==> config.mk <==
export PLATFORM = sky130hd
export DESIGN_NAME = dgr_ctrl
export DESIGN_NICKNAME = d
export VERILOG_FILES = /design/src/sv/dgr_pkg.sv /design/src/sv/dgr_ctrl.sv
export SDC_FILE = /design/constraint.sdc
export NUM_CORES = 1
export LEC_CHECK = 0
export BUFFER_PORTS_ARGS = -buffer_cell sky130_fd_sc_hd__buf_2
export CORE_AREA = 3 3 40 42
export CTS_BUF_LIST = sky130_fd_sc_hd__clkbuf_8
export CTS_CLUSTER_SIZE = 20
export DETAILED_ROUTE_END_ITERATION = 16
export DIE_AREA = 0 0 43 45
export HOLD_SLACK_MARGIN = 0.15
export PLACE_DENSITY = 0.63
export SYNTH_ARGS = -nofsm -noshare
export SYNTH_HDL_FRONTEND = slang
export SYNTH_SLANG_ARGS = --single-unit
export TNS_END_PERCENT = 20
==> constraint.sdc <==
create_clock -name i_clk -period 3.67 [get_ports i_clk]
set_input_delay 1.101 -clock i_clk [delete_from_list [all_inputs] [get_ports i_clk]]
set_output_delay 1.101 -clock i_clk [all_outputs]
set_load 0.02 [all_outputs]
==> src/sv/dgr_pkg.sv <==
`timescale 1ns / 1ps
`default_nettype none
// ----------------------------------------------------------------------------
// dgr_pkg
// Shared widths, constants, segment table and control types for the
// decimal glyph rectangle generator.
// ----------------------------------------------------------------------------
package dgr_pkg;

    localparam int unsigned CoordW  = 12;
    localparam int unsigned ValueW  = 14;
    localparam int unsigned PosW    = 16;
    localparam int unsigned SizeW   = 12;
    localparam int unsigned PaintW  = 32;
    localparam int unsigned DigitW  = 4;
    localparam int unsigned SegW    = 3;
    localparam int unsigned EdgeW   = 21;   // edge position, 1/512 world units
    localparam int unsigned ProdW   = 34;   // edge * frame height
    localparam int unsigned SumW    = 35;   // plus centering offset
    localparam int unsigned ScW     = 28;   // scaled offsets and limits
    localparam int unsigned QuoW    = 19;   // sum >> 9, below 100 * 4096
    localparam int unsigned RecProdW = 39;  // QuoW * 20-bit reciprocal

    localparam int unsigned DefDigits = 4;

    localparam logic [CoordW-1:0] FrameWidthReset  = 12'd640;
    localparam logic [CoordW-1:0] FrameHeightReset = 12'd480;

    localparam logic [15:0] ScaleDen = 16'd51200;    // 512 * 100
    localparam logic [15:0] Recip10  = 16'd52429;    // ceil(2^19 / 10)
    localparam logic [19:0] Recip100 = 20'd671089;   // ceil(2^26 / 100)

    // register index, taken from paddr[2]
    localparam logic RegFrameWidth  = 1'b0;
    localparam logic RegFrameHeight = 1'b1;

    // one rectangle: center offset and half extent, in half glyph sizes
    typedef struct packed {
        logic signed [3:0] dx;
        logic signed [3:0] dy;
        logic signed [3:0] hx;
        logic signed [3:0] hy;
    } t_seg;

    typedef struct packed {
        logic            load;
        logic            digit;
        logic            calc;
        logic            mul;
        logic            add;
        logic            emit;
        logic            pen_step;
        logic            last;
        logic [SegW-1:0] seg;
    } t_dp_cmd;

    typedef struct packed {
        logic [SegW-1:0] seg_cnt;
        logic            last_dig;
        logic            out_free;
    } t_dp_status;

    function automatic t_seg mk(input int dx, input int dy, input int hx, input int hy);
        t_seg s;
        s.dx = 4'(dx);
        s.dy = 4'(dy);
        s.hx = 4'(hx);
        s.hy = 4'(hy);
        return s;
    endfunction

    function automatic t_seg seg_entry(input logic [DigitW-1:0] d, input logic [SegW-1:0] k);
        t_seg s;
        case ({d, k})
            {4'd0, 3'd0}: s = mk(-2,  0, 1, 5);
            {4'd0, 3'd1}: s = mk( 2,  0, 1, 5);
            {4'd0, 3'd2}: s = mk( 0, -4, 1, 1);
            {4'd0, 3'd3}: s = mk( 0,  4, 1, 1);
            {4'd1, 3'd0}: s = mk( 2,  0, 1, 5);
            {4'd2, 3'd0}: s = mk( 0,  4, 3, 1);
            {4'd2, 3'd1}: s = mk( 0,  0, 3, 1);
            {4'd2, 3'd2}: s = mk( 0, -4, 3, 1);
            {4'd2, 3'd3}: s = mk( 2,  2, 1, 1);
            {4'd2, 3'd4}: s = mk(-2, -2, 1, 1);
            {4'd3, 3'd0}: s = mk( 0,  4, 3, 1);
            {4'd3, 3'd1}: s = mk( 0,  0, 3, 1);
            {4'd3, 3'd2}: s = mk( 2,  2, 1, 1);
            {4'd3, 3'd3}: s = mk( 2, -2, 1, 3);
            {4'd3, 3'd4}: s = mk( 0, -4, 3, 1);
            {4'd4, 3'd0}: s = mk( 0,  0, 1, 1);
            {4'd4, 3'd1}: s = mk(-2,  2, 1, 3);
            {4'd4, 3'd2}: s = mk( 2,  0, 1, 5);
            {4'd5, 3'd0}: s = mk( 0,  4, 3, 1);
            {4'd5, 3'd1}: s = mk( 0,  0, 3, 1);
            {4'd5, 3'd2}: s = mk( 0, -4, 3, 1);
            {4'd5, 3'd3}: s = mk(-2,  2, 1, 1);
            {4'd5, 3'd4}: s = mk( 2, -2, 1, 1);
            {4'd6, 3'd0}: s = mk( 0,  4, 3, 1);
            {4'd6, 3'd1}: s = mk( 0,  0, 3, 1);
            {4'd6, 3'd2}: s = mk( 0, -4, 3, 1);
            {4'd6, 3'd3}: s = mk( 2,  2, 1, 1);
            {4'd6, 3'd4}: s = mk(-2, -2, 1, 1);
            {4'd6, 3'd5}: s = mk( 2, -2, 1, 1);
            {4'd7, 3'd0}: s = mk( 0,  4, 3, 1);
            {4'd7, 3'd1}: s = mk( 2,  0, 1, 5);
            {4'd8, 3'd0}: s = mk( 0,  4, 3, 1);
            {4'd8, 3'd1}: s = mk( 0,  0, 3, 1);
            {4'd8, 3'd2}: s = mk( 0, -4, 3, 1);
            {4'd8, 3'd3}: s = mk( 2,  2, 1, 1);
            {4'd8, 3'd4}: s = mk(-2, -2, 1, 1);
            {4'd8, 3'd5}: s = mk( 2, -2, 1, 1);
            {4'd8, 3'd6}: s = mk(-2,  2, 1, 1);
            {4'd9, 3'd0}: s = mk( 0,  4, 3, 1);
            {4'd9, 3'd1}: s = mk( 0,  0, 3, 1);
            {4'd9, 3'd2}: s = mk( 2,  2, 1, 1);
            {4'd9, 3'd3}: s = mk( 2, -2, 1, 3);
            {4'd9, 3'd4}: s = mk(-2,  2, 1, 1);
            default:      s = mk( 0,  0, 0, 0);
        endcase
        return s;
    endfunction

    function automatic logic [SegW-1:0] seg_count(input logic [DigitW-1:0] d);
        logic [SegW-1:0] c;
        case (d)
            4'd0:    c = 3'd4;
            4'd1:    c = 3'd1;
            4'd2:    c = 3'd5;
            4'd3:    c = 3'd5;
            4'd4:    c = 3'd3;
            4'd5:    c = 3'd5;
            4'd6:    c = 3'd6;
            4'd7:    c = 3'd2;
            4'd8:    c = 3'd7;
            4'd9:    c = 3'd5;
            default: c = 3'd1;
        endcase
        return c;
    endfunction

    // largest number with the given count of decimal digits
    function automatic int unsigned max_value(input int unsigned digits);
        int unsigned v;
        v = 1;
        for (int unsigned i = 0; i < digits; i++) begin
            v = v * 10;
        end
        return v - 1;
    endfunction

endpackage
`default_nettype wire

==> src/sv/dgr_ctrl.sv <==
`timescale 1ns / 1ps
`default_nettype none
// ----------------------------------------------------------------------------
// dgr_ctrl
// Sequencer: one digit step, then four steps per rectangle of the digit.
// ----------------------------------------------------------------------------
module dgr_ctrl (
    input  wire logic                i_clk,
    input  wire logic                i_rst_n,
    input  wire logic                i_in_valid,
    output logic                     o_in_ready,
    input  wire dgr_pkg::t_dp_status i_status,
    output dgr_pkg::t_dp_cmd         o_cmd
);
    import dgr_pkg::*;

    typedef enum logic [2:0] {
        S_IDLE,
        S_DIGIT,
        S_CALC,
        S_MUL,
        S_ADD,
        S_DIV
    } t_state;

    t_state          r_state, n_state;
    logic [SegW-1:0] r_seg, n_seg;
    logic            w_last_seg;

    assign w_last_seg = (r_seg == (i_status.seg_cnt - 3'd1));
    assign o_in_ready = (r_state == S_IDLE);

    always_comb begin
        n_state = r_state;
        n_seg   = r_seg;
        o_cmd   = '0;
        o_cmd.seg = r_seg;
        case (r_state)
            S_IDLE: begin
                if (i_in_valid) begin
                    o_cmd.load = 1'b1;
                    n_state    = S_DIGIT;
                end
            end
            S_DIGIT: begin
                o_cmd.digit = 1'b1;
                n_seg       = '0;
                n_state     = S_CALC;
            end
            S_CALC: begin
                o_cmd.calc = 1'b1;
                n_state    = S_MUL;
            end
            S_MUL: begin
                o_cmd.mul = 1'b1;
                n_state   = S_ADD;
            end
            S_ADD: begin
                o_cmd.add = 1'b1;
                n_state   = S_DIV;
            end
            S_DIV: begin
                if (i_status.out_free) begin
                    o_cmd.emit = 1'b1;
                    o_cmd.last = w_last_seg && i_status.last_dig;
                    if (w_last_seg) begin
                        if (i_status.last_dig) begin
                            n_state = S_IDLE;
                        end else begin
                            o_cmd.pen_step = 1'b1;
                            n_state        = S_DIGIT;
                        end
                    end else begin
                        n_seg   = r_seg + 3'd1;
                        n_state = S_CALC;
                    end
                end
            end
            default: begin
                n_state = S_IDLE;
            end
        endcase
    end

    always_ff @(posedge i_clk) begin
        if (!i_rst_n) begin
            r_state <= S_IDLE;
            r_seg   <= '0;
        end else begin
            r_state <= n_state;
            r_seg   <= n_seg;
        end
    end

`ifndef SYNTHESIS
    a_emit_free: assert property (@(posedge i_clk) disable iff (!i_rst_n)
        o_cmd.emit |-> i_status.out_free)
        else $error("rectangle emitted into a full output slot");

    a_accept_digit: assert property (@(posedge i_clk) disable iff (!i_rst_n)
        (i_in_valid && o_in_ready) |=> (r_state == S_DIGIT))
        else $error("accepted item did not start a digit step");

    a_seg_range: assert property (@(posedge i_clk) disable iff (!i_rst_n)
        (r_state == S_CALC) |-> (r_seg < i_status.seg_cnt))
        else $error("segment index beyond the digit's segment count");

    a_last_idle: assert property (@(posedge i_clk) disable iff (!i_rst_n)
        o_cmd.last |=> (r_state == S_IDLE))
        else $error("final rectangle did not end the item");
`endif

endmodule
`default_nettype wire

==> flow_summary.yaml, run 1 <==
worst_setup_path:
  crit_path_start: "i_status[2]"
  worstPathMaxFanout: 4
  path_cells: "buf_2, inv_1, ha_1, xnor3_2, nand3_1, nor4_1, buf_2"
  crit_family: "simple AND/OR/NAND/NOR gates"
  r2r_start: "r_seg[2]"
  path_class: "primary input to primary output"
  slowest_stage: "xnor3_2"
  cp_slowest_stage_delay_ps: 330
  cp-start-kind: "primary input"
  required_ps: 2570
  crit_top_cell: "buf_2"
  worstSetupEndpointType: "primary output"
  crit_buf_inv: 3
  crit_arrival_ps: 2390
sta:
  relSlewSlack_pct: 73.5
  rsz0062_at_grt: "no"
  finalSetupViolCount: 0
  fmax_mhz: 286
  hold_viol: 0
  drv_slew: 0
  final.min_clock_period_ps: 3500
  worst_slew_pin_slew_ps: 397
  whs_ps: 564
  skew_ps: 1.67
  post-route-period-util_pct: 95.3
  finalSetupTns_ps: 0
clock_network:
  tritoncts: "yes"
  cts-root-buf: "clkbuf_8"
  clock_latency_ps: 220
  path_clk_slew_ps: 40
  numCtsBuffers: 3
  htree_levels: 1
  clock_sink_count: 6
  clockBufferDepth: 2
routing:
  vias_per_cell: 5.18
  drt-total-wl_um: 1070
  drc: 0
  drt_pass1_iterations: 5
  via_count: 482
  routedWlPerCell_um: 11.5
  drt_iter0_drc: 23
  drtAntennaViolNets: 0
pwr:
  ir_worst_vdd_v: 0.000264
  p_sw_share_pct: 33.4
  p_seq_share_pct: 32.3
  p_per_area_nw_per_um2: 423
  switchingPower_mw: 0.0885
  power.share.clock_pct: 37.7
  pwr-share-comb_pct: 30.1
  p_int_mw: 0.177
  p_leak_nw: 0.315
die:
  ios: 20
  core_um2: 1280
  initial_core_util_pct: 36.9
  die_h_um: 45
  die_area_um2: 1940
  placementRows: 13
  die_w_um: 43
finish:
  final_common_cell: "buf_2"
  areaGrowthSynthToFinish_pct: 32.2
  final_nets: 90
  antenna_cells: 0
  drive_gt1_share_pct: 34.6
  most-common-layout-cells: "19 x buf_2, 8 x nor2_1, 6 x dfxtp_1, 4 x inv_1, 4 x nand3_1"
global_route:
  antenna_found_initial: 0
  grt_max_degree: 14
  grt_pass1_wl_um: 1810
  first_global_vias: 424
  grt_usage_pct: 12.3
  overflow: 0
yosys:
  yosys_warnings: 0
  netlist_area_um2: 474
  ys_types: 29
  syn_nets: 68
  synth.avg_cell_area_um2: 8.18
  synth_seq_area_share_pct: 25.3
  syn_inst: 58
  ys_seq_elements: 6
status:
  status: "finished, final reports clean"
hold_path:
  min-delay-start: "r_seg[2]"
  hold_path_class: "register to register"
flow_run:
  cap_violations: 0
placement:
  gp_congestion: 0.839
  io_buffers: 19
## state kept, by name, indices dropped and copies added, names as in the netlist
signal / cells
r_seg: 3
r_state: 3
## worst reg2reg max path: cells and delay by family (launching register included)
family | cells | cell delay (ps)
xor+xnor | 1 | 470
mux | 1 | 340
flops | 1 | 370
compound gates | 1 | 260
## cells in the mapped netlist
| library cell | instances | area [um^2] |
|---|---|---|
| nand4b_1 | 1 | 8.76 |
| a21oi_1 | 1 | 5.00 |
| a31oi_1 | 1 | 6.26 |
| xor2_1 | 3 | 26.3 |
| dfxtp_1 | 6 | 120 |
| nor3b_2 | 1 | 12.5 |
| mux2_1 | 2 | 22.5 |
| o31ai_1 | 1 | 7.51 |
| a22oi_1 | 1 | 7.51 |
| nand2b_1 | 3 | 18.8 |
| xnor2_1 | 1 | 8.76 |
| and3_1 | 1 | 6.26 |
| ha_1 | 2 | 25.0 |
| buf_2 | 2 | 10.0 |
| nor2_1 | 8 | 30.0 |
| nor3b_1 | 1 | 7.51 |
| nand2_1 | 1 | 3.75 |
| inv_2 | 1 | 3.75 |
| nor2b_1 | 2 | 12.5 |
| o41ai_1 | 1 | 8.76 |
| nand3_1 | 4 | 20.0 |
| inv_1 | 4 | 15.0 |
| and2_1 | 2 | 12.5 |
| o21a_1 | 1 | 7.51 |
| o21ai_0 | 2 | 10.0 |
| nor3_1 | 1 | 5.00 |
| nor4_1 | 2 | 12.5 |
| a41oi_2 | 1 | 16.3 |
| xnor3_2 | 1 | 23.8 |
## stage by stage
step                      setup WS [ps]  total power, mW  utilization (%)  area [um^2]  instances
after detailed placement            196            0.166             45.0          578         90
after global routing               15.1            0.281             48.8          627         93
final                               174            0.265             48.8          627         93
after global placement              231            0.166             45.0          578         90
after floorplan                     130            0.143                -          474         58
after CTS                           137            0.267             48.2          619         93
## power groups by stage
| stage | logic, mW | registers (mW) | clock network (mW) |
|---|---|---|---|
| final | 0.0797 | 0.0856 | 0.0998 |
| after global routing | 0.0885 | 0.0872 | 0.105 |
| after CTS | 0.0797 | 0.0856 | 0.101 |
| after detailed placement | 0.0791 | 0.0866 | 0 |
| after global placement | 0.0788 | 0.0869 | 0 |
| after floorplan | 0.0647 | 0.0788 | 0 |
## final cells by class
class	count	area, um^2
Multi-Input combinational cell	45	333
Clock buffer	3	41.3
Fill cell	133	658
Timing Repair Buffer	19	95.1
Tap cell	15	18.8
Inverter	5	18.8
Sequential cell	6	120
## what timing repair did
item                       4_1_cts  5_1_grt
setup endpoints to repair        0        1
gates resized for setup          0        1
hold buffers                     0        0
setup buffers                    0        0
## routing by layer
metal | track usage [%] | vias to the layer above | wire length, um
met5 | 0 | - | 0
met4 | 7.23 | 0 | 8
met3 | 2.39 | 2 | 79
met2 | 20.7 | 22 | 528
met1 | 14.5 | 211 | 456
li1 | - | 247 | -
## logic make-up after synthesis
logic type                 Yosys count  synth area share, %
adders and majority gates            2                 5.28
buffers and inverters                7                 6.07
AOI/OAI and AO/OA                    9                 14.5
xor gates and xnor gates             5                 12.4
and+or+nand+nor                     27                 31.7
DFF                                  6                 25.3
muxes                                2                 4.75
## final timing paths
kind / end / slack (ps) / depth (start not counted)
worst min register to register: r_seg[2] / 560 / 2
worst max register to register: r_seg[0] / 2110 / 3
worst max-delay path: o_cmd[3] / 170 / 7
worst min-delay path: r_seg[2] / 560 / 2
No activity file was read; power rests on OpenSTA's default activity.
==> inputs of run 2 (changes only) <==
--- a/config.mk
+++ b/config.mk
@@ -13,6 +13,8 @@
 export DIE_AREA = 0 0 43 45
 export HOLD_SLACK_MARGIN = 0.15
 export PLACE_DENSITY = 0.63
+export RECOVER_POWER = 100
+export REMOVE_ABC_BUFFERS = 1
 export SYNTH_ARGS = -nofsm -noshare
 export SYNTH_HDL_FRONTEND = slang
 export SYNTH_SLANG_ARGS = --single-unit
==> run 2 against run 1 <==
  * Core utilization fell by 2.6 points
  * Die area unchanged
  * Combinational power fell by 6.4%
  * Critical path depth did not move
  * Sequential cell count unchanged
  * Non-clock buffer count did not move
  * First-iteration DRC count decreased by 74%
  * Sequential power decreased by 0.7%
  * Routed wire length down 0.84%
  * Fmax rose by 0.94%
  * Via count is 5.4% lower
  * Register-to-register slack worse by 60 ps
==> flow_summary.yaml, run 2 (synthesis results as in run 1) <==
clock_network:
  clock_sink_count: 6
  hold_buffers: 0
  numCtsBuffers: 3
  clockBufferDepth: 2
  tritoncts: "yes"
  cts_resized: 0
  htree_levels: 1
  clock_latency_ps: 220
  cts-root-buf: "clkbuf_8"
  path_clk_slew_ps: 30
  cts_setup_buffers: 0
global_route:
  overflow: 0
  first_global_vias: 417
  grtUsageMet3_pct: 5.98
  antenna_found_initial: 0
  grt_pass1_wl_um: 1780
  top_usage_layer: "met2"
  grt_max_degree: 14
  met1_usage_pct: 14.8
  grt_use_met2_pct: 19.5
  grt_usage_pct: 12.5
finish:
  n_fill_cell: 148
  final_nets: 90
  final_common_cell: "clkbuf_1"
  seq_area_um2: 120
  areaGrowthSynthToFinish_pct: 25.1
  most-common-layout-cells: "11 x clkbuf_1, 8 x nor2_1, 7 x buf_2, 6 x dfxtp_1"
  antenna_cells: 0
  top_regs: "r_seg (3), r_state (3)"
  multi_input_area_um2: 313
  drive_gt1_share_pct: 16.7
  final_cells: 93
  final_area_um2: 593
sta:
  rsz0062_at_grt: "no"
  hold_viol: 0
  worst_slew_pin_slew_ps: 402
  drv_slew: 0
  final.min_clock_period_ps: 3460
  post-route-period-util_pct: 94.4
  fmax_mhz: 289
  skew_ps: 0.967
  finalSetupViolCount: 0
  relSlewSlack_pct: 73.1
  finalSetupTns_ps: 0
pwr:
  ir_worst_vdd_v: 0.000266
  p_per_area_nw_per_um2: 434
  p_leak_nw: 0.267
worst_setup_path:
  path_class: "primary input to primary output"
  worstPathMaxFanout: 4
  crit_family: "buffers and inverters"
  crit_path_start: "i_status[2]"
  worstSetupEndpointType: "primary output"
  path_cells: "buf_2, inv_1, ha_1, xor2_1, nand3_1, nor4_1, clkbuf_1"
  reg2reg_depth: 4
  cp_slowest_stage_delay_ps: 290
  crit_buf_inv: 3
  r2r_start: "r_state[0]"
  r2r_end: "r_seg[1]"
  crit_arrival_ps: 2360
  slowest_stage: "ha_1"
  cp-start-kind: "primary input"
  regToRegSetupSlack_ps: 2050
  required_ps: 2570
status:
  status: "finished, final reports clean"
die:
  die_h_um: 45
  initial_core_util_pct: 36.9
  die_area_um2: 1940
  placementRows: 13
  ios: 20
  die_w_um: 43
  core_um2: 1280
routing:
  vias_per_cell: 4.90
  via_count: 456
  drt_pass1_iterations: 4
  drt_iter0_drc: 6
  drc: 0
  routedWlPerCell_um: 11.4
  drt-total-wl_um: 1060
  drtAntennaViolNets: 0
hold_path:
  min-delay-start: "r_seg[2]"
  min_path_cells: 2
  hold_path_class: "register to register"
  hold_end: "r_seg[2]"
placement:
  io_buffers: 19
  placed_area_um2: 578
  dp_cells: 90
  detailedPlacementHpwl_um: 835
  gp_congestion: 0.718
flow_run:
  cap_violations: 0
run 2: layer usage:
| layer | vias to the layer above | share of wire (%) |
|---|---|---|
| met5 | - | 0 |
| met4 | 0 | 0 |
| met3 | 0 | 4.2 |
| met2 | 5 | 50 |
| met1 | 207 | 46 |
| li1 | 244 | - |
run 2: worst max path at each step:
stage / endpoint / slack (ps) / cells after the start
final: o_cmd[4] / 210 / 7
after global routing: o_cmd[4] / 70 / 7
after CTS: o_cmd[3] / 210 / 7
after detailed placement: o_cmd[3] / 210 / 7
after global placement: o_cmd[3] / 240 / 7
after floorplan: o_cmd[3] / 130 / 5
run 2: stage by stage:
stage | power (mW) | utilization (%) | setup WS, ps | hold WS (ps)
6_report | 0.257 | 46.2 | 207 | 547
5_1_grt | 0.276 | 46.2 | 65.7 | 600
4_1_cts | 0.268 | 48.2 | 213 | 557
3_5_place_dp | 0.166 | 45.0 | 210 | 547
3_3_place_gp | 0.165 | 45.0 | 244 | 534
2_1_floorplan | 0.141 | - | 130 | 558
run 2: where the power goes:
group          total (mW)  leakage, nW  internal (mW)  switching, mW
combinational      0.0746        0.197         0.0302         0.0444
clock              0.0978       0.0216         0.0704         0.0274
sequential         0.0850       0.0489         0.0715         0.0135
run 2: final cells by class:
type,count,area share (%)
well taps,15,3.16
multi-input cells,45,52.7
inverters,5,3.16
repair buffers,19,13.7
clock buffers,3,6.96
flip-flops and latches,6,20.3
run 2: worst register-to-register path: stages (launching register included):
cell     delay (ps)
dfxtp_1         550
nor2b_1         210
o21ai_0         110
a41oi_1         280
mux2_1          350
